File: config.mk
export PLATFORM = sky130hd
export DESIGN_NAME = nt_arp_outbuf_flat
export DESIGN_NICKNAME = d
export VERILOG_FILES = /design/src/hw/rtl/nt_arp_pkg.sv /design/src/hw/rtl/nt_arp_if.sv /design/src/hw/rtl/nt_arp_outbuf.sv /design/src/flat_wrapper.sv
export SDC_FILE = /design/constraint.sdc
export NUM_CORES = 1
export LEC_CHECK = 0
export ABC_AREA = 1
export BUFFER_PORTS_ARGS = -buffer_cell sky130_fd_sc_hd__buf_2
export CELL_PAD_IN_SITES_DETAIL_PLACEMENT = 1
export CELL_PAD_IN_SITES_GLOBAL_PLACEMENT = 1
export CORE_MARGIN = 5
export CORE_UTILIZATION = 42
export CTS_BUF_LIST = sky130_fd_sc_hd__clkbuf_8
export CTS_CLUSTER_SIZE = 20
export DETAILED_ROUTE_END_ITERATION = 16
export GPL_ROUTABILITY_DRIVEN = 0
export PLACE_DENSITY = 0.91
export SLEW_MARGIN = 20
export SYNTH_ARGS = -nofsm -noshare
export SYNTH_HDL_FRONTEND = slang
export SYNTH_SLANG_ARGS = --single-unit
File: constraint.sdc
create_clock -name clock -period 2.6 [get_ports clock]
set_input_delay 0.26 -clock clock [delete_from_list [all_inputs] [get_ports clock]]
set_output_delay 0.26 -clock clock [all_outputs]
set_load 0.02 [all_outputs]
File: src/hw/rtl/nt_arp_pkg.sv
// Shared constants, types and codes of the note arpeggiator.
package nt_arp_pkg;

   localparam int MAX_KEYS    = 8;
   localparam int MAX_OCTAVES = 3;
   localparam int MAX_GATES   = 8;
   localparam int POOL_DEPTH  = MAX_KEYS * (MAX_OCTAVES + 1);

   localparam int FUNC_W  = 3;
   localparam int KEY_W   = 8;
   localparam int HFREQ_W = 24;
   localparam int STR_W   = 16;
   localparam int NOTE_W  = 8;
   localparam int OFREQ_W = 27;
   localparam int TAG_W   = 16;
   localparam int LEN_W   = 24;
   localparam int MODE_W  = 2;
   localparam int SPAN_W  = 2;
   localparam int CNT_W   = LEN_W + 1;

   localparam int KEY_IDX_W  = (MAX_KEYS > 1) ? $clog2(MAX_KEYS) : 1;
   localparam int KEY_CNT_W  = $clog2(MAX_KEYS + 1);
   localparam int POOL_IDX_W = (POOL_DEPTH > 1) ? $clog2(POOL_DEPTH) : 1;
   localparam int POOL_CNT_W = $clog2(POOL_DEPTH + 1);
   localparam int GATE_IDX_W = (MAX_GATES > 1) ? $clog2(MAX_GATES) : 1;
   localparam int GATE_CNT_W = $clog2(MAX_GATES + 1);
   localparam int OCT_W      = (MAX_OCTAVES > 0) ? $clog2(MAX_OCTAVES + 1) : 1;
   localparam int WIDE_W     = (HFREQ_W + MAX_OCTAVES > OFREQ_W) ?
                               HFREQ_W + MAX_OCTAVES : OFREQ_W;

   localparam logic [OFREQ_W-1:0] FREQ_MAX = {OFREQ_W{1'b1}};

   localparam int CSR_ADDR_W = 4;
   localparam int CSR_DATA_W = 32;

   localparam logic [1:0] REG_MODE = 2'd0;
   localparam logic [1:0] REG_SPAN = 2'd1;
   localparam logic [1:0] REG_STEP = 2'd2;
   localparam logic [1:0] REG_GATE = 2'd3;

   localparam logic [LEN_W-1:0] STEP_LEN_RESET = LEN_W'(6000);
   localparam logic [LEN_W-1:0] GATE_LEN_RESET = LEN_W'(3000);

   localparam logic [MODE_W-1:0] MODE_UP     = 2'd0;
   localparam logic [MODE_W-1:0] MODE_DOWN   = 2'd1;
   localparam logic [MODE_W-1:0] MODE_UPDOWN = 2'd2;

   localparam logic EV_START = 1'b0;
   localparam logic EV_STOP  = 1'b1;

   typedef enum logic [FUNC_W-1:0] {
      FN_KEY_ON   = 3'd0,
      FN_KEY_OFF  = 3'd1,
      FN_PRESSURE = 3'd2,
      FN_TICK     = 3'd3,
      FN_CLEAR    = 3'd4
   } func_type;

   typedef enum logic [2:0] {
      ST_IDLE,
      ST_DECODE,
      ST_REBUILD,
      ST_TICK,
      ST_EVICT,
      ST_START,
      ST_GATE,
      ST_FLUSH
   } state_type;

   typedef struct packed {
      logic [MODE_W-1:0] mode;
      logic [SPAN_W-1:0] span;
      logic [LEN_W-1:0]  step_len;
      logic [LEN_W-1:0]  gate_len;
   } cfg_type;

   typedef struct packed {
      logic               kind;
      logic [TAG_W-1:0]   tag;
      logic [OFREQ_W-1:0] freq;
      logic [STR_W-1:0]   strength;
      logic [NOTE_W-1:0]  note;
   } event_type;

   typedef struct packed {
      logic      push;
      logic      flush;
      event_type ev;
   } emit_type;

   typedef struct packed {
      logic [GATE_CNT_W-1:0] gate_cnt;
      logic [KEY_CNT_W-1:0]  held_cnt;
   } status_type;

endpackage

File: src/hw/rtl/nt_arp_if.sv


interface nt_arp_rsp_if import nt_arp_pkg::*; ();
   logic               valid;
   logic               ready;
   logic               event_kind;
   logic [TAG_W-1:0]   voice_tag;
   logic [OFREQ_W-1:0] out_freq;
   logic [STR_W-1:0]   out_strength;
   logic [NOTE_W-1:0]  out_note;
   logic               last;

   modport source(output valid, event_kind, voice_tag, out_freq, out_strength, out_note,
                  last, input ready);
   modport sink(input valid, event_kind, voice_tag, out_freq, out_strength, out_note,
                last, output ready);
endinterface

File: src/hw/rtl/nt_arp_outbuf.sv
// Result buffer: one held result plus the output register, marks the last result.
module nt_arp_outbuf import nt_arp_pkg::*; (
   input  logic       clock,
   input  logic       reset,
   input  emit_type   emit,
   output logic       emit_ok,
   nt_arp_rsp_if.source rsp_chan
);

   event_type hold_ff, hold_in;
   logic      hold_v_ff, hold_v_in;
   event_type out_ff, out_in;
   logic      out_v_ff, out_v_in;
   logic      last_ff, last_in;

   assign emit_ok = !hold_v_ff || !out_v_ff || rsp_chan.ready;

   always_comb begin
      hold_in   = hold_ff;
      hold_v_in = hold_v_ff;
      out_in    = out_ff;
      last_in   = last_ff;
      out_v_in  = out_v_ff && !rsp_chan.ready;
      if (emit.push && emit_ok) begin
         if (hold_v_ff) begin
            out_in   = hold_ff;
            last_in  = 1'b0;
            out_v_in = 1'b1;
         end
         hold_in   = emit.ev;
         hold_v_in = 1'b1;
      end else if (emit.flush && emit_ok && hold_v_ff) begin
         out_in    = hold_ff;
         last_in   = 1'b1;
         out_v_in  = 1'b1;
         hold_v_in = 1'b0;
      end
   end

   always_ff @(posedge clock) begin
      if (reset) begin
         hold_v_ff <= 1'b0;
         out_v_ff  <= 1'b0;
      end else begin
         hold_v_ff <= hold_v_in;
         out_v_ff  <= out_v_in;
      end
      hold_ff <= hold_in;
      out_ff  <= out_in;
      last_ff <= last_in;
   end

   assign rsp_chan.valid        = out_v_ff;
   assign rsp_chan.event_kind   = out_ff.kind;
   assign rsp_chan.voice_tag    = out_ff.tag;
   assign rsp_chan.out_freq     = out_ff.freq;
   assign rsp_chan.out_strength = out_ff.strength;
   assign rsp_chan.out_note     = out_ff.note;
   assign rsp_chan.last         = last_ff;

endmodule

File: src/flat_wrapper.sv
// flat-port wrapper written by rule: the top's interface ports become plain ports
module nt_arp_outbuf_flat import nt_arp_pkg::*;
  (clock, reset, emit, emit_ok, rsp_chan_valid, rsp_chan_event_kind, rsp_chan_voice_tag, rsp_chan_out_freq, rsp_chan_out_strength, rsp_chan_out_note, rsp_chan_last, rsp_chan_ready);
  nt_arp_rsp_if rsp_chan_i ();
  input  logic clock;
  input  logic reset;
  input  emit_type emit;
  output logic emit_ok;
  output wire logic [$bits(rsp_chan_i.valid)-1:0] rsp_chan_valid;
  output wire logic [$bits(rsp_chan_i.event_kind)-1:0] rsp_chan_event_kind;
  output wire logic [$bits(rsp_chan_i.voice_tag)-1:0] rsp_chan_voice_tag;
  output wire logic [$bits(rsp_chan_i.out_freq)-1:0] rsp_chan_out_freq;
  output wire logic [$bits(rsp_chan_i.out_strength)-1:0] rsp_chan_out_strength;
  output wire logic [$bits(rsp_chan_i.out_note)-1:0] rsp_chan_out_note;
  output wire logic [$bits(rsp_chan_i.last)-1:0] rsp_chan_last;
  input wire logic [$bits(rsp_chan_i.ready)-1:0] rsp_chan_ready;
  assign rsp_chan_valid = rsp_chan_i.valid;
  assign rsp_chan_event_kind = rsp_chan_i.event_kind;
  assign rsp_chan_voice_tag = rsp_chan_i.voice_tag;
  assign rsp_chan_out_freq = rsp_chan_i.out_freq;
  assign rsp_chan_out_strength = rsp_chan_i.out_strength;
  assign rsp_chan_out_note = rsp_chan_i.out_note;
  assign rsp_chan_last = rsp_chan_i.last;
  assign rsp_chan_i.ready = rsp_chan_ready;
  nt_arp_outbuf u_core (.clock(clock), .reset(reset), .emit(emit), .emit_ok(emit_ok), .rsp_chan(rsp_chan_i));
endmodule
# Word-level counts from Yosys, hierarchy flattened
# Index checks and enable logic that the tools add are counted.
[classes]
n_addsub = 0
multipliers = 0
div = 0
n_lt_le_gt_ge = 0
eq_ne = 1
shift = 0
muxes = 11
n_bitwise = 0
n_reduce_logical = 11
[op_table]
columns = ["operator", "count"]
rows = [
  ["$mux W68", 3],
  ["$mux W1", 8],
  ["$logic_and A1 B1 Y1", 4],
  ["$logic_not A1 Y1", 3],
  ["$logic_or A1 B1 Y1", 2],
  ["$ne A2 B1 Y1 const B", 1],
  ["$reduce_and A2 Y1", 1],
  ["$reduce_bool A2 Y1", 1],
]
[word_totals]
regBits = 139
latchBits = 0
ram_bits = 0
rom_bits = 0
in_bits = 73
out_inout_bits = 71
wordCells = 36
mem_count = 0

# Longest topological paths before layout
[logic_depth]
depth_word = 7
ltp_mapped = 5
depth_no_buf = 5

# Least setup slack after synthesis
# OpenSTA, ideal clock, no wires.
[synth_path]
path_type = "register to register"
start = "register u_core.out_v_ff, in the netlist u_core.rsp_chan.valid"
end = "register u_core.hold_ff[0] in the netlist's numbering (enable)"
setup_time_ns = 0.422
t_arrival_ns = 1.998
t_required_ns = 2.178
setup_slack_ns = 0.180
path_stages_with_launch = 4
path_buffers = 0
period_less_slack_ns = 2.420
cell_sequence = "dfxtp_1 > nand3_2 > nand2_1 > inv_1"
[synth_via]
elab_chain_len = 4
[synth_rtl]
columns = ["item", "line_no", "source"]
rows = [
  ["from (decl)", "nt_arp_outbuf.sv:13", "logic out_v_ff, out_v_in;"],
  ["from (signal assigned)", "nt_arp_outbuf.sv:46", "out_v_ff <= out_v_in;"],
  ["$logic_not A1 Y1", "nt_arp_outbuf.sv:16", "assign emit_ok = !hold_v_ff || !out_v_ff || rsp_chan.ready;"],
  ["$logic_or A1 B1 Y1 (2 in series)", "nt_arp_outbuf.sv:16", ""],
  ["named net emit_ok", "flat_wrapper.sv:8", "output logic emit_ok;"],
  ["$logic_and A1 B1 Y1", "nt_arp_outbuf.sv:24", "if (emit.push && emit_ok) begin"],
  ["to (signal assigned)", "nt_arp_outbuf.sv:48", "hold_ff <= hold_in;"],
  ["to (decl)", "nt_arp_outbuf.sv:10", "event_type hold_ff, hold_in;"],
]
# The timed path passes the listed nets, and every way through them passes these cells.
# A chain may end at the register's enable or synchronous reset.

# Final worst setup path
[layout_path]
start = "register u_core.out_v_ff, in the netlist u_core.rsp_chan.valid"
end = "register u_core.out_ff, in the netlist u_core.rsp_chan.voice_tag[12] (enable)"
[layout_via]
elab_chain_len = 7
word_cells_on_any_way = 9
cone_classes = "1 x eq/ne; 8 x reduce/logical"
[layout_rtl]
columns = ["item", "line_no", "source"]
rows = [
  ["$logic_not A1 Y1 (*)", "nt_arp_outbuf.sv:16", ""],
  ["$logic_or A1 B1 Y1 (*) (2 in series)", "nt_arp_outbuf.sv:16", ""],
  ["$logic_and A1 B1 Y1 (2 in series)", "nt_arp_outbuf.sv:32", "end else if (emit.flush && emit_ok && hold_v_ff) begin"],
  ["$reduce_bool A2 Y1 (no line)", "-", ""],
  ["$reduce_and A2 Y1 (no line) (*)", "-", ""],
  ["to (signal assigned)", "nt_arp_outbuf.sv:49", "out_ff <= out_in;"],
  ["to (decl)", "nt_arp_outbuf.sv:12", "event_type out_ff, out_in;"],
]
# Every way passes the cells marked *; elsewhere a longest branch is shown, timed or not.

==> results.toml <==
[clock_network]
cts-buffers-inserted = 17
cts_hold_buf = 58
postCtsSetupRepairBufs = 0
cts.repair.resized = 0
cts_tree = "yes"
htreeDepth = 4
clk_latency_ns = 0.42
numClockSinks = 139
clk_pin_slew_worst_paths_ns = 0.07
cts.path.max_buffers = 2
ctsRootBufferMaster = "clkbuf_8"

[detailed_routing]
wl_per_cell_um = 17.5
dr.pass1.iters = 4
drtAntennaViolNets = 0
drc = 0
first_iter_violations = 64
drt-total-wl_um = 9240
via_per_inst = 4.31
via_count = 2281

[setup_path]
critPathKind = "reg -> reg"
crit_chain = "nand2_1, o211ai_1, inv_2, buf_12"
reg2reg_to = "u_core.rsp_chan.voice_tag[12]"
worst_r2r_startpoint = "u_core.rsp_chan.valid"
cp_slowest_cell = "inv_2"
cp-start-kind = "register"
r2r_slack_ns = 0.93
reg2reg_depth = 4
cp_max_fo = 48
cp.arrival_ns = 1.77
critPathMaxStageDelay_ns = 0.40
path_buf_inv = 2
critPathTopFamily = "buffers and inverters"
worst_setup_path_end_kind = "register"
worstPathRequired_ns = 2.70

[status]
outcome = "finished, final reports clean"

[floorplan]
die-area_um2 = 12100
core-area_um2 = 9770
die_h_um = 110
initial_core_util_pct = 43.1
pin_count = 144
rows = 36
die_x_um = 110

[placement]
pre_cts_ws_ns = 0.903
dp.cells = 429
numPortBuffers = 143
place_area_um2 = 5130
dp_hpwl_um = 5660

[power_and_ir_drop]
sw_frac_of_total_pct = 21.4
peakVddDrop_mv = 0.325
p_switching_mw = 0.976
power.share.clock_pct = 35.1
p_total_mw = 4.56
seqPwrFrac_pct = 57.8
p_per_area_nw_per_um2 = 737
share_comb_of_total_power_pct = 7.1
p_leak_nw = 2.40
p_int_mw = 3.58

[min_path]
holdPathStages = 1
hp-start = "emit[6]"
min_to = "u_core.hold_ff[6]"
holdCritPathClass = "in -> reg"

[sta]
tightest_slew_ns = 0.482
rsz0062_at_grt = "false"
setup-tns-final_ns = 0
finalSetupViolations = 0
holdWs_ns = 0.0466
final.period_utilization_pct = 64.1
finalMaxSlewViolations = 0
fmax_mhz = 600
layout_setup_ws_ns = 0.932
final_hold_viol_count = 0
slew_headroom_pct = 67.8
period_needed_ns = 1.67
clock_skew_ns = 0.00881

[grt]
gr-total-overflow = 0
grt_first_pass_wirelength_um = 13000
grt_max_degree = 49
grt_pass1_vias = 2480
antenna_found_initial = 0
grt_usage_pct = 15.3

[synth]
synth_cell_types = 8
synthCells = 150
ys.warnings.count = 0
yosysTopAreaCell = "edfxtp_1"
synth_area_um2 = 4210
synth_area_per_cell_um2 = 28.1
synth_seq_cells = 139
synth_top_area_share_pct = 97.7
synthTopCellsByArea = "edfxtp_1 (98%), dfxtp_1 (0.95%), nand2_1 (0.36%)"
synth_fp_nets = 223
yosysSeqAreaShare_pct = 98.6

[cells_and_area]
drive_above_1_share_pct = 44.7
areaGrowthSynthToFinish_pct = 46.7
num_antenna_cells = 0
fin_cells = 529
final_nets = 456
final_area_um2 = 6180
n_fill_cell = 854
final_util_pct = 63.2

[flow_run]
drv_cap = 0
==> Yosys cell counts <==
cell / n
a21oi_1: 1
a21oi_2: 1
dfxtp_1: 2
edfxtp_1: 137
inv_1: 3
nand2_1: 4
nand3_2: 1
o211ai_1: 1
==> layout by cell type (no fill, tap or decap), types with 3 or more instances in the layout <==
cell           count
buf_2            143
edfxtp_1         137
dlygate4sd3_1     68
clkbuf_8          17
nand2_1            4
inv_1              3
clkinvlp_4         3
clkinv_2           3
clkinv_1           3
==> worst max-delay path by stage <==
stage	end	cells past startpoint	startpoint
CTS	u_core.rsp_chan.out_freq[4]	4	u_core.rsp_chan.valid
finish	u_core.rsp_chan.voice_tag[12]	4	u_core.rsp_chan.valid
global route	u_core.rsp_chan.voice_tag[6]	4	u_core.rsp_chan.valid
global placement	u_core.rsp_chan.out_strength[12]	6	rsp_chan_ready
detailed placement	u_core.rsp_chan.out_strength[6]	6	rsp_chan_ready
floorplan	u_core.hold_ff[0]	3	u_core.rsp_chan.valid
==> registers in the layout (all words and copies together) (netlist names), 8 cells and up <==
| register | cells |
|---|---|
| u_core.rsp_chan.voice_tag | 16 |
| u_core.hold_ff | 68 |
| u_core.rsp_chan.out_strength | 16 |
| u_core.rsp_chan.out_note | 8 |
| u_core.rsp_chan.out_freq | 27 |
==> power by group through the flow <==
stage          Combinational [mW]  Clock (mW)  Sequential [mW]
3_3_place_gp                0.232           0             2.68
3_5_place_dp                0.241           0             2.68
6_report                    0.322        1.60             2.63
2_1_floorplan              0.0405           0             2.75
5_1_grt                     0.344        1.76             2.64
4_1_cts                     0.309        1.64             2.63
==> area by class of cell <==
| type | instances | area (um^2) | area share (%) |
|---|---|---|---|
| clock inverters | 15 | 134 | 2.17 |
| clock buffers | 17 | 234 | 3.79 |
| well taps | 133 | 166 | 2.69 |
| multi-input cells | 8 | 46.3 | 0.749 |
| inverters | 3 | 11.3 | 0.182 |
| flip-flops and latches | 139 | 4150 | 67.2 |
| repair buffers | 214 | 1430 | 23.2 |
==> layer usage <==
| metal | track usage (%) | part of all wire [%] |
|---|---|---|
| met1 | 15.9 | 37 |
| met2 | 27.3 | 54 |
| met3 | 6.12 | 7.0 |
| met4 | 6.33 | 2.1 |
| met5 | 0 | 0 |
==> kinds of logic after synthesis <==
group                  count (synthesis)  synth area share (%)
DFF                                  139                  98.6
and+or+nand+nor                        5                 0.594
AOI/OAI and AO/OA                      3                 0.505
buffers and inverters                  3                 0.267
Note: power is estimated with default switching activity, not from simulation.
