$ cat src/hw/rtl/nt_arp_pkg.sv
// Shared constants, types and codes of the note arpeggiator.
package nt_arp_pkg;

   localparam int MAX_KEYS    = 8;
   localparam int MAX_OCTAVES = 3;
   localparam int MAX_GATES   = 8;
   localparam int POOL_DEPTH  = MAX_KEYS * (MAX_OCTAVES + 1);

   localparam int FUNC_W  = 3;
   localparam int KEY_W   = 8;
   localparam int HFREQ_W = 24;
   localparam int STR_W   = 16;
   localparam int NOTE_W  = 8;
   localparam int OFREQ_W = 27;
   localparam int TAG_W   = 16;
   localparam int LEN_W   = 24;
   localparam int MODE_W  = 2;
   localparam int SPAN_W  = 2;
   localparam int CNT_W   = LEN_W + 1;

   localparam int KEY_IDX_W  = (MAX_KEYS > 1) ? $clog2(MAX_KEYS) : 1;
   localparam int KEY_CNT_W  = $clog2(MAX_KEYS + 1);
   localparam int POOL_IDX_W = (POOL_DEPTH > 1) ? $clog2(POOL_DEPTH) : 1;
   localparam int POOL_CNT_W = $clog2(POOL_DEPTH + 1);
   localparam int GATE_IDX_W = (MAX_GATES > 1) ? $clog2(MAX_GATES) : 1;
   localparam int GATE_CNT_W = $clog2(MAX_GATES + 1);
   localparam int OCT_W      = (MAX_OCTAVES > 0) ? $clog2(MAX_OCTAVES + 1) : 1;
   localparam int WIDE_W     = (HFREQ_W + MAX_OCTAVES > OFREQ_W) ?
                               HFREQ_W + MAX_OCTAVES : OFREQ_W;

   localparam logic [OFREQ_W-1:0] FREQ_MAX = {OFREQ_W{1'b1}};

   localparam int CSR_ADDR_W = 4;
   localparam int CSR_DATA_W = 32;

   localparam logic [1:0] REG_MODE = 2'd0;
   localparam logic [1:0] REG_SPAN = 2'd1;
   localparam logic [1:0] REG_STEP = 2'd2;
   localparam logic [1:0] REG_GATE = 2'd3;

   localparam logic [LEN_W-1:0] STEP_LEN_RESET = LEN_W'(6000);
   localparam logic [LEN_W-1:0] GATE_LEN_RESET = LEN_W'(3000);

   localparam logic [MODE_W-1:0] MODE_UP     = 2'd0;
   localparam logic [MODE_W-1:0] MODE_DOWN   = 2'd1;
   localparam logic [MODE_W-1:0] MODE_UPDOWN = 2'd2;

   localparam logic EV_START = 1'b0;
   localparam logic EV_STOP  = 1'b1;

   typedef enum logic [FUNC_W-1:0] {
      FN_KEY_ON   = 3'd0,
      FN_KEY_OFF  = 3'd1,
      FN_PRESSURE = 3'd2,
      FN_TICK     = 3'd3,
      FN_CLEAR    = 3'd4
   } func_type;

   typedef enum logic [2:0] {
      ST_IDLE,
      ST_DECODE,
      ST_REBUILD,
      ST_TICK,
      ST_EVICT,
      ST_START,
      ST_GATE,
      ST_FLUSH
   } state_type;

   typedef struct packed {
      logic [MODE_W-1:0] mode;
      logic [SPAN_W-1:0] span;
      logic [LEN_W-1:0]  step_len;
      logic [LEN_W-1:0]  gate_len;
   } cfg_type;

   typedef struct packed {
      logic               kind;
      logic [TAG_W-1:0]   tag;
      logic [OFREQ_W-1:0] freq;
      logic [STR_W-1:0]   strength;
      logic [NOTE_W-1:0]  note;
   } event_type;

   typedef struct packed {
      logic      push;
      logic      flush;
      event_type ev;
   } emit_type;

   typedef struct packed {
      logic [GATE_CNT_W-1:0] gate_cnt;
      logic [KEY_CNT_W-1:0]  held_cnt;
   } status_type;

endpackage

$ cat src/hw/rtl/nt_arp_csr.sv
// Configuration registers behind the APB-style port.
module nt_arp_csr import nt_arp_pkg::*; (
   input  logic                  clock,
   input  logic                  reset,
   input  logic                  psel,
   input  logic                  penable,
   input  logic                  pwrite,
   input  logic [CSR_ADDR_W-1:0] paddr,
   input  logic [CSR_DATA_W-1:0] pwdata,
   output logic [CSR_DATA_W-1:0] prdata,
   output logic                  pready,
   output cfg_type               cfg
);

   cfg_type    cfg_ff, cfg_in;
   logic [1:0] idx;
   logic       wr;

   assign idx    = paddr[CSR_ADDR_W-1:2];
   assign wr     = psel && penable && pwrite;
   assign pready = 1'b1;
   assign cfg    = cfg_ff;

   always_comb begin
      cfg_in = cfg_ff;
      if (wr) begin
         unique case (idx)
            REG_MODE: cfg_in.mode     = pwdata[MODE_W-1:0];
            REG_SPAN: cfg_in.span     = pwdata[SPAN_W-1:0];
            REG_STEP: cfg_in.step_len = pwdata[LEN_W-1:0];
            REG_GATE: cfg_in.gate_len = pwdata[LEN_W-1:0];
         endcase
      end
   end

   always_comb begin
      unique case (idx)
         REG_MODE: prdata = CSR_DATA_W'(cfg_ff.mode);
         REG_SPAN: prdata = CSR_DATA_W'(cfg_ff.span);
         REG_STEP: prdata = CSR_DATA_W'(cfg_ff.step_len);
         REG_GATE: prdata = CSR_DATA_W'(cfg_ff.gate_len);
      endcase
   end

   always_ff @(posedge clock) begin
      if (reset) begin
         cfg_ff.mode     <= MODE_UP;
         cfg_ff.span     <= '0;
         cfg_ff.step_len <= STEP_LEN_RESET;
         cfg_ff.gate_len <= GATE_LEN_RESET;
      end else begin
         cfg_ff <= cfg_in;
      end
   end

endmodule

$ cat config.mk
export PLATFORM = sky130hd
export DESIGN_NAME = nt_arp_csr
export DESIGN_NICKNAME = d
export VERILOG_FILES = /design/src/hw/rtl/nt_arp_pkg.sv /design/src/hw/rtl/nt_arp_csr.sv
export SDC_FILE = /design/constraint.sdc
export NUM_CORES = 1
export LEC_CHECK = 0
export ABC_AREA = 1
export BUFFER_PORTS_ARGS = -buffer_cell sky130_fd_sc_hd__buf_4
export CAP_MARGIN = 25
export CORE_UTILIZATION = 41
export DETAILED_ROUTE_END_ITERATION = 6
export PLACE_DENSITY = 0.76
export SLEW_MARGIN = 20
export SYNTH_ARGS = -nofsm -noshare
export SYNTH_HDL_FRONTEND = slang
export SYNTH_SLANG_ARGS = --single-unit
export TNS_END_PERCENT = 20
$ cat constraint.sdc
create_clock -name clock -period 0.8 [get_ports clock]
set_input_delay 0 -clock clock [delete_from_list [all_inputs] [get_ports clock]]
set_output_delay 0 -clock clock [all_outputs]
set_load 0.01 [all_outputs]
# Word-level counts from Yosys, hierarchy flattened
# Cells that the tools add are included.
[word_totals]
latchBits = 0
out_inout_bits = 85
inputBits = 41
mem_bits_ro = 0
elab_cells = 15
mem_bits_rw = 0
memories = 0
register_bits = 52
[op_classes]
magnitude_cmp = 0
div = 0
n_mul = 0
eq_ne = 3
n_reduce_logical = 7
n_addsub = 0
bitwise = 0
shift = 0
mux = 1
[ops]
columns = ["operator", "count"]
rows = [
  ["$pmux 32 s4", 1],
  ["$reduce_and 2->1", 4],
  ["$eq 2x2->1 const B", 2],
  ["$eq 2x1->1 const B", 1],
  ["$logic_and 1x1->1", 2],
  ["$logic_not 2->1", 1],
]

# Longest topological paths before layout
# Gate-level depths: netlist of the first run.
[depth]
depth_word = 3
ltp_mapped = 6
ltp_nobuf = 5

# Least setup slack after synthesis of the first run
# No wires, ideal clock.
[synth_timing]
kind = "input to register"
startpoint = "input psel"
endpoint = "register cfg_ff, in the netlist cfg[28]"
setup_ns = 0.130
t_required_ns = 0.670
setup_slack_ns = 0.114
stages = 6
arrival_time_ns = 0.556
path_buffers = 1
cell_sequence = "nand2_1 nor2_1 buf_4 nand2_2 nand2_1 nand3_1"
[synth_between]
elab_chain_len = 3
[synth_rtl]
columns = ["item", "line_no", "source"]
rows = [
  ["start, declared", "nt_arp_csr.sv:5", "input logic psel,"],
  ["$logic_and 1x1->1 (2 in a row)", "nt_arp_csr.sv:20", "assign wr = psel && penable && pwrite;"],
  ["$reduce_and 2->1 (no line)", "--", ""],
  ["end signal, assigned", "nt_arp_csr.sv:52", "cfg_ff <= cfg_in;"],
  ["end, declared", "nt_arp_csr.sv:15", "cfg_type cfg_ff, cfg_in;"],
]
# No other way between the ends.
# A chain may end at the register's enable or synchronous reset.

# Worst setup path after layout of the first run
[layout_timing]
startpoint = "register cfg_ff, in the netlist cfg[35]"
endpoint = "output prdata[11]"
[layout_between]
elab_chain_len = 1
[layout_rtl]
columns = ["item", "line_no", "source"]
rows = [
  ["$pmux 32 s4", "nt_arp_csr.sv:37", "unique case (idx)"],
  ["end, declared", "nt_arp_csr.sv:10", "output logic [CSR_DATA_W-1:0] prdata,"],
]
# No other way between the ends. The select of a mux whose other input is x is not followed.

==> results of run 1 <==
==> timing repair <==
action,CTS,global route
endpoints found under the hold margin,14,0
setup endpoints to repair,66,75
hold buffers,10,0
pin swaps,23,1
gates resized for setup,112,32
buffers inserted,22,0
==> layer usage <==
| layer | vias to the layer above | routed length [um] | part of all wire |
|---|---|---|---|
| met5 | - | 0 | 0 |
| met4 | 0 | 102 | 0.013 |
| met3 | 10 | 482 | 0.061 |
| met2 | 99 | 4050 | 0.51 |
| met1 | 1280 | 3250 | 0.41 |
| li1 | 1379 | - | - |
==> metrics by stage <==
stage,power [uW],area [sq um]
after global routing,5540,4160
after floorplan,3210,2500
after CTS,5310,4050
final,5330,4160
after detailed placement,3600,3390
after global placement,3590,3390
==> worst reg2reg max path: stages, from the launching register on <==
cell and delay [ps]:
dfxtp_2 340, buf_6 110, nor2_1 110, nor2_1 60
==> logic make-up after synthesis <==
kind of cell	synth area share
AOI/OAI and AO/OA	0.0777
buffers and inverters	0.120
DFF	0.420
other	0.00303
and+or+nand+nor	0.379
==> power groups by stage <==
stage	logic (uW)	registers [uW]	clock network, uW
2_1_floorplan	437	2770	0
3_3_place_gp	838	2750	0
3_5_place_dp	850	2750	0
4_1_cts	1000	2700	1610
5_1_grt	1120	2710	1710
6_report	1040	2700	1590
==> layout make-up <==
class                           instances  area (sq um)  area share
Timing Repair Buffer                  158          1600       0.383
Sequential cell                        52          1110       0.267
Inverter                               25          96.3      0.0231
Tap cell                               72          90.1      0.0216
Clock buffer                            7          96.3      0.0231
Multi-Input combinational cell        251          1170       0.282
==> placed cells by master (no fill, tap or decap), types with 4 or more instances in the layout <==
| cell | n |
|---|---|
| dlygate4sd3_1 | 10 |
| buf_4 | 55 |
| nor2_1 | 80 |
| nor2_4 | 4 |
| inv_1 | 23 |
| a22o_1 | 22 |
| buf_12 | 4 |
| nand3_1 | 52 |
| buf_6 | 89 |
| dfxtp_2 | 50 |
| clkbuf_8 | 7 |
| nand2_1 | 78 |
| conb_1 | 9 |
==> worst min-delay path by stage <==
stage	start	end	slack, ps	depth (start not counted)
finish	pwdata[13]	cfg[37]$_SDFFE_PP0P_	20	5
global route	pwdata[2]	cfg[26]$_SDFFE_PP0P_	20	5
CTS	pwdata[22]	cfg[46]$_SDFFE_PP0P_	20	5
detailed placement	pwdata[8]	cfg[32]$_SDFFE_PP1P_	230	3
global placement	pwdata[10]	cfg[34]$_SDFFE_PP1P_	220	3
floorplan	pwdata[11]	cfg[11]$_SDFFE_PP1P_	130	2
==> flow_summary_export.csv, run 1 <==
group,metric,value,unit
run_status,status,"finished, violations left",
run_status,violations,"setup timing",
power_and_ir_drop,power_leakage,0.00202,uW
placed_design,place.gp.congestion,0.779,
sta,period_minus_slack,1010,ps
run,drv_cap,0,
synth,syn_avg_cell_area,7.06,sq um
clock_network,htree_levels,2,
clock_network,clk_pin_slew_worst_paths,90,ps
global_routing,grt_pass1_vias,2597,
drt,drt-initial-drc-count,127,
floorplan,core,0.00568,sq mm
floorplan,row_count,27,
placed_design,place_inst,526,
floorplan,fp.dieW,79.8,um
synth,yosysWarnings,0,
power_and_ir_drop,power_switching_share,0.256,
setup_path,crit_path_cell_trace,"a22o_1, buf_6",
drt,wl_per_cell,14.0,um
synth,synth_flop_cell,"dfxtp_1",
clock_network,cts_buffers,5,
setup_path,cpMaxStageDelayCell,"dfxtp_4",
synth,ys_async_sr_fraction,0,
sta,worstMarginPinSlew,590,ps
setup_path,crit_end,"prdata[11]",
clock_network,cts_sinks,52,
placed_design,place_hpwl,4850,um
setup_path,startpoint,"cfg[35]$_SDFFE_PP0P_",
sta,setup_tns,-5240,ps
floorplan,initial_core_util,0.437,
drt,vias,2768,
finish,final_util,0.733,
global_routing,gr-total-overflow,0,
finish,largest_reg_flops,52,
floorplan,die_y,79.8,um
drt,vias_per_cell,4.90,
placed_design,io_buffers,106,
setup_path,crit_buf_inv,1,
drt,drtAntennaViolNets,0,
setup_path,crit_family,"flip-flops",
synth,seq_area_frac_synth,0.420,
sta,hold_viol,0,
power_and_ir_drop,p_int,3960,uW
finish,area_growth_syn_to_layout,67.9,%
sta,fin_crit_sh,1.26,
synth,syn_inst,351,
global_routing,track_usage,0.243,
synth,synth_top_area_frac,0.420,
synth,syn_area,0.00248,sq mm
global_routing,use_met1,0.277,
drt,drc,0,
sta,setup_slack,-209,ps
sta,worst_hold_slack,22.3,ps
power_and_ir_drop,p_sw,1360,uW
global_routing,use_met2,0.454,
clock_network,cts_tree,"yes",
finish,stdcell_count,565,
finish,nNetsFinal,534,
clock_network,clockRootBuffer,"clkbuf_8",
worst_hold_path,hold_class,"in2reg",
floorplan,boundaryPins,126,
sta,slew_headroom,0.606,
finish,drive_gt1_frac,0.438,
sta,fmax,991,MHz
drt,routed_wl,7890,um
global_routing,top_usage_layer,"met2",
power_and_ir_drop,combPwrFrac,0.195,
synth,ys_types,18,
finish,insertedDiodeCount,0,
synth,synth_common_cells,"nor2_1, nand2_1, dfxtp_1, nand3_1, inv_1",
global_routing,grt_use_met3,0.0480,
placed_design,pre_cts_slack,-252,ps
global_routing,grt_max_degree,53,
global_routing,grt_pass1_wl,12100,um
setup_path,rr_endpoint,"cfg[2]$_SDFFE_PP0P_",
synth,synth_top_area_cell,"dfxtp_1",
synth,synth-seq-cells,52,
power_and_ir_drop,cellPowerDensity,1280,mW/mm^2
power_and_ir_drop,power_frac_seq,0.507,
sta,rsz0062_at_grt,"yes",
setup_path,reg2reg_depth,3,
setup_path,path_depth,2,
setup_path,r2r_start,"cfg[2]$_SDFFE_PP0P_",
synth,synth_edf_count,0,
floorplan,die_area,0.00636,sq mm
setup_path,slowest_delay,370,ps
sta,finClkSkew,0,ps
sta,setup_violations,46,
clock_network,cts.path.max_buffers,2,
clock_network,insertion_delay,300,ps
power_and_ir_drop,irDropWorstVdd,0.878,mV
setup_path,critPathMaxFanout,3,
global_routing,antenna_found_initial,0,
setup_path,arrival,1010,ps
synth,synth_area_leaders,"dfxtp_1, nor2_1, nand2_1, nand3_1, a22o_1",
setup_path,critPathKind,"reg2out",
finish,fill_cells,446,
sta,drv_slew,0,
setup_path,required,800,ps
synth,synth.most_common_cell,"nor2_1",
power_and_ir_drop,pwr-share-clk,0.298,
drt,dr.pass1.iters,4,
setup_path,startpoint_type,"flip-flop",
setup_path,end_kind,"primary output",
setup_path,worst-r2r-setup-slack,80,ps
Note: power is estimated with default switching activity, not from simulation.
==> run 2, diff against run 1 <==
--- a/config.mk
+++ b/config.mk
@@ -5,10 +5,10 @@
 export SDC_FILE = /design/constraint.sdc
 export NUM_CORES = 1
 export LEC_CHECK = 0
-export ABC_AREA = 1
+export ABC_AREA = 0
 export BUFFER_PORTS_ARGS = -buffer_cell sky130_fd_sc_hd__buf_4
 export CAP_MARGIN = 25
-export CORE_UTILIZATION = 41
+export CORE_UTILIZATION = 42
 export DETAILED_ROUTE_END_ITERATION = 6
 export PLACE_DENSITY = 0.76
 export SLEW_MARGIN = 20
==> run 2 against run 1 <==
Compared with the run above: the run still ends with setup timing left; combinational power fell by 15%; sequential cell count did not move; non-clock buffer count rose by 18; worst setup slack got worse by 220 ps; clock power fell by 4%; critical path type unchanged; largest power group unchanged; sequential share of layout area fell by 2.2 points.
==> flow_summary_export.csv, run 2 <==
group,metric,value,unit
floorplan,fp.dieW,82.3,um
floorplan,initial_core_util,0.447,
clock_network,clk_pin_slew_worst_paths,90,ps
finish,largest_reg_flops,52,
synth,synth_top_family_by_area,"multiplexers",
synth,synth-seq-cells,52,
finish,design_area,0.00449,sq mm
placed_design,io_buffers,106,
run,drv_cap,0,
finish,final_common_cell,"buf_4",
sta,setup_violations,53,
synth,synthXorXnorAreaFrac,0,
clock_network,insertion_delay,290,ps
sta,rsz0062_at_grt,"yes",
placed_design,place_hpwl,5030,um
synth,seq_area_frac_synth,0.384,
global_routing,track_usage,0.222,
finish,drive_gt1_frac,0.517,
synth,synthAdderAreaFrac,0,
drt,drtAntennaViolNets,0,
synth,synth_flop_cell,"dfxtp_1",
run_status,violations,"setup timing",
finish,area_growth_syn_to_layout,66.0,%
worst_hold_path,hold_class,"in2reg",
finish,fill_cells,417,
sta,hold_viol,0,
finish,final_cell_mix,"buf_4, mux2i_1, buf_6, nand2b_1, dfxtp_2",
sta,drv_slew,0,
finish,insertedDiodeCount,0,
global_routing,antenna_found_initial,0,
floorplan,die_area,0.00677,sq mm
setup_path,critPathKind,"reg2out",
setup_path,required,800,ps
clock_network,htree_levels,2,
placed_design,pre_cts_slack,-166,ps
placed_design,placed_cell_area,0.00372,sq mm
run_status,status,"finished, violations left",
synth,syn_area,0.00271,sq mm
setup_path,arrival,1230,ps
floorplan,die_y,82.3,um
synth,synth_common_cells,"mux2i_1, nand2b_1, dfxtp_1, nor2_1, nor2b_1",
power_and_ir_drop,power_leakage,0.00208,uW
clock_network,cts_tree,"yes",
synth,ys_types,19,
drt,drc,0,
setup_path,startpoint_type,"flip-flop",
sta,setup_slack,-428,ps
synth,synthSimpleGateAreaFrac,0.250,
placed_design,place.gp.congestion,0.733,
global_routing,grt_pass1_vias,2408,
setup_path,end_kind,"primary output",
floorplan,boundaryPins,126,
synth,synth_top_area_cell,"dfxtp_1",
drt,wl_per_cell,15.2,um
clock_network,cts_buffers,5,
synth,syn_inst,271,
drt,dr.pass1.iters,4,
setup_path,critPathMaxFanout,2,
drt,routed_wl,7750,um
power_and_ir_drop,cellPowerDensity,1130,mW/mm^2
synth,synthMuxAreaShare,0.290,
synth,synth_edf_count,0,
synth,ys_async_sr_fraction,0,
drt,vias,2489,
floorplan,core,0.00606,sq mm
sta,finClkSkew,0,ps
synth,synth.most_common_cell,"mux2i_1",
global_routing,grt_pass1_wl,11300,um
clock_network,cts_sinks,52,
clock_network,cts.path.max_buffers,2,
clock_network,clockRootBuffer,"clkbuf_8",
floorplan,row_count,28,
synth,yosysWarnings,0,
sta,fmax,814,MHz
synth,syn_avg_cell_area,9.99,sq um
synth,synth_area_leaders,"dfxtp_1, mux2i_1, nand2b_1, nor2b_1, buf_4",
power_and_ir_drop,irDropWorstVdd,0.775,mV
synth,synth_compound_area_frac,0,
synth,synth_top_area_frac,0.384,
global_routing,grt_max_degree,39,
sta,fin_crit_sh,1.54,
drt,drt-initial-drc-count,34,
global_routing,gr-total-overflow,0,
drt,vias_per_cell,4.90,
finish,nNetsFinal,473,
sta,period_minus_slack,1230,ps
[run 2: cell count changes in the layout (fill, tap and decap cells not counted), sizes merged, moves of 24 or more]
cell	previous run	this run
inv	24	0
nand3	53	1
nor2	84	25
mux2i	0	74
nand2	81	0
nand2b	0	58
[run 2: area by class of cell]
| cell class | instances | area [sq um] | area share |
|---|---|---|---|
| multi-input combinational | 197 | 1510 | 0.336 |
| sequential | 52 | 1100 | 0.245 |
| timing repair buffer | 176 | 1700 | 0.377 |
| clock inverter | 2 | 10.0 | 0.00223 |
| clock buffer | 6 | 82.6 | 0.0184 |
| tap | 75 | 93.8 | 0.0209 |
[run 2: metal layers]
metal  vias to the layer above  track usage  part of all wire
met2                        95        0.407              0.52
met4                         0        0.105             0.040
met3                        27       0.0341             0.035
met1                      1173        0.248              0.41
met5                         -            0                 0
li1                       1194            -                 -
[run 2: cell families after synthesis]
logic type,Yosys count
buffers and inverters,29
DFF,52
muxes,76
other,2
and+or+nand+nor,112
[run 2: worst paths after layout]
kind	slack, ps	cells after the start	end	start
worst max-delay path	-430	2	prdata[0]	cfg[0]$_SDFFE_PP0P_
worst min-delay path	10	3	cfg[26]$_SDFFE_PP0P_	pwdata[2]
worst max register to register	0	4	cfg[30]$_SDFFE_PP1P_	cfg[30]$_SDFFE_PP1P_
worst min register to register	490	2	cfg[27]$_SDFFE_PP0P_	cfg[27]$_SDFFE_PP0P_
[run 2: power by group]
group	switching (uW)	total, uW	internal [uW]
logic	373	883	510
registers	25.7	2650	2620
clock network	835	1530	693
total	1230	5060	3830
[run 2: critical path: stages, from the launching register on]
cell,delay (ps)
dfxtp_2,330
mux4_2,470
buf_6,140
[run 2: metrics by stage]
step | cells | setup TNS [ps] | power (uW) | hold WS, ps | util
after floorplan | 278 | -440 | 3130 | 155 | -
after global placement | 455 | -5540 | 3430 | 260 | 0.613
after detailed placement | 455 | -6150 | 3440 | 276 | 0.613
after CTS | 500 | -6240 | 5050 | 2.39 | 0.717
after global routing | 508 | -9100 | 5290 | 27.0 | 0.742
final | 508 | -6860 | 5060 | 12.8 | 0.742
[run 2: repair_timing]
action                                 CTS  global route
hold buffers                            18             0
gates resized for setup                 85            26
endpoints found under the hold margin   34             0
buffers inserted                        19             8
pin swaps                                0             1
setup endpoints to repair               60            64
==> run 3, diff against run 2 <==
--- a/config.mk
+++ b/config.mk
@@ -11,6 +11,7 @@
 export CORE_UTILIZATION = 42
 export DETAILED_ROUTE_END_ITERATION = 6
 export PLACE_DENSITY = 0.76
+export SKIP_LAST_GASP = 1
 export SLEW_MARGIN = 20
 export SYNTH_ARGS = -nofsm -noshare
 export SYNTH_HDL_FRONTEND = slang
==> run 3 against run 2 <==
Compared with the run above: the run still ends with setup timing left; clock skew is the same; critical endpoint is now prdata[1]; sequential power is essentially flat; register-to-register slack gained 60 ps; worst hold slack lost 11 ps; maximum frequency grew 0.31%; sequential share of layout area grew 1.5 points.
==> flow_summary_export.csv, run 3 (synthesized netlist as in run 2, its figures left out) <==
group,metric,value,unit
run_status,status,"finished, violations left",
run_status,violations,"setup timing",
sta,rsz0062_at_grt,"yes",
sta,setup_slack,-424,ps
global_routing,gr-total-overflow,0,
placed_design,place.gp.congestion,0.733,
worst_hold_path,hold_class,"in2reg",
floorplan,die_area,0.00677,sq mm
finish,area_growth_syn_to_layout,55.2,%
global_routing,top_usage_layer,"met2",
global_routing,use_met2,0.379,
power_and_ir_drop,total_power,5000,uW
run,drv_cap,0,
finish,drive_gt1_frac,0.492,
sta,setup_tns,-7040,ps
finish,largest_reg_flops,52,
clock_network,clk_pin_slew_worst_paths,90,ps
power_and_ir_drop,power_leakage,0.00199,uW
setup_path,required,800,ps
drt,dr.pass1.iters,4,
setup_path,arrival,1220,ps
drt,vias,2364,
power_and_ir_drop,cellPowerDensity,1190,mW/mm^2
sta,finClkSkew,0,ps
floorplan,boundaryPins,126,
clock_network,insertion_delay,290,ps
global_routing,grt_use_met3,0.0341,
placed_design,io_buffers,106,
clock_network,cts_sinks,52,
drt,vias_per_cell,4.71,
placed_design,place_hpwl,5030,um
floorplan,row_count,28,
clock_network,clockRootBuffer,"clkbuf_8",
sta,hold_viol,0,
drt,drtAntennaViolNets,0,
setup_path,reg2reg_depth,3,
floorplan,core,0.00606,sq mm
worst_hold_path,hold-path-cell-count,3,
global_routing,track_usage,0.213,
sta,fmax,817,MHz
finish,final_common_cell,"buf_4",
drt,wl_per_cell,14.2,um
setup_path,end_kind,"primary output",
sta,setup_violations,56,
clock_network,cts_tree,"yes",
global_routing,grt_max_degree,39,
finish,design_area,0.00420,sq mm
finish,fill_cells,472,
finish,insertedDiodeCount,0,
sta,fin_crit_sh,1.53,
drt,drc,0,
setup_path,critPathKind,"reg2out",
global_routing,grt_pass1_vias,2334,
sta,drv_slew,0,
setup_path,critPathMaxFanout,2,
setup_path,startpoint_type,"flip-flop",
drt,drt-initial-drc-count,63,
global_routing,use_met1,0.251,
power_and_ir_drop,irDropWorstVdd,0.731,mV
global_routing,grt_pass1_wl,11000,um
floorplan,fp.dieW,82.3,um
placed_design,placed_cell_area,0.00372,sq mm
clock_network,htree_levels,2,
global_routing,antenna_found_initial,0,
clock_network,cts.path.max_buffers,2,
finish,nNetsFinal,467,
floorplan,die_y,82.3,um
drt,routed_wl,7140,um
sta,worst_hold_slack,2.18,ps
clock_network,cts_buffers,5,
finish,final_cell_mix,"buf_4, mux2i_1, nand2b_1, dfxtp_2, nor2_1",
sta,period_minus_slack,1220,ps
floorplan,initial_core_util,0.447,
==> run 3: cell types whose count changed in the layout (fill, tap and decap cells not counted), sizes merged <==
cell | previous run | this run
buf | 158 | 153
dlygate4sd3 | 18 | 17
==> run 3: path summary, 6_finish.rpt <==
kind | startpoint | end | slack (ps)
min | pwdata[14] | cfg[38]$_SDFFE_PP0P_ | 2
max | cfg[1]$_SDFFE_PP0P_ | prdata[1] | -420
max reg2reg | cfg[30]$_SDFFE_PP1P_ | cfg[30]$_SDFFE_PP1P_ | 60
min reg2reg | cfg[27]$_SDFFE_PP0P_ | cfg[27]$_SDFFE_PP0P_ | 490
==> run 3: through the flow <==
| step | std cells | util | worst slack, ps |
|---|---|---|---|
| after floorplan | 278 | - | -28.3 |
| after global placement | 455 | 0.613 | -141 |
| after detailed placement | 455 | 0.613 | -166 |
| after CTS | 499 | 0.685 | -436 |
| after global routing | 502 | 0.693 | -464 |
| final | 502 | 0.693 | -424 |
==> run 3: routing by layer <==
| layer | vias to the layer above | wire [um] | share of wire |
|---|---|---|---|
| met4 | 0 | 150 | 0.021 |
| li1 | 1184 | - | - |
| met2 | 58 | 3750 | 0.52 |
| met5 | - | 0 | 0 |
| met1 | 1109 | 3030 | 0.42 |
| met3 | 13 | 219 | 0.031 |
==> run 3: where the power goes <==
group          switching (uW)  total, uW  internal, uW
clock network             826       1520           693
registers                22.2       2650          2620
logic                     355        833           478
total                    1200       5000          3790
==> run 3: area by class of cell <==
class                      instances  area, sq um  area share
timing repair buffer             170         1430       0.339
clock inverter                     2         10.0     0.00238
multi-input combinational        197         1500       0.356
clock buffer                       6         82.6      0.0197
tap                               75         93.8      0.0223
sequential                        52         1090       0.260
==> run 3: worst max-delay path, stage by stage (launching register included) <==
cell and delay [ps]:
dfxtp_2 330, mux4_2 470, buf_6 140
==> run 3: what timing repair did <==
| item | 4_1_cts | 5_1_grt |
|---|---|---|
| hold buffers | 17 | 0 |
| setup endpoints to repair | 60 | 75 |
| gates resized for setup | 22 | 20 |
| pin swaps | 0 | 0 |
| endpoints found under the hold margin | 30 | 0 |
| buffers inserted | 19 | 3 |
| gates cloned | 0 | 0 |
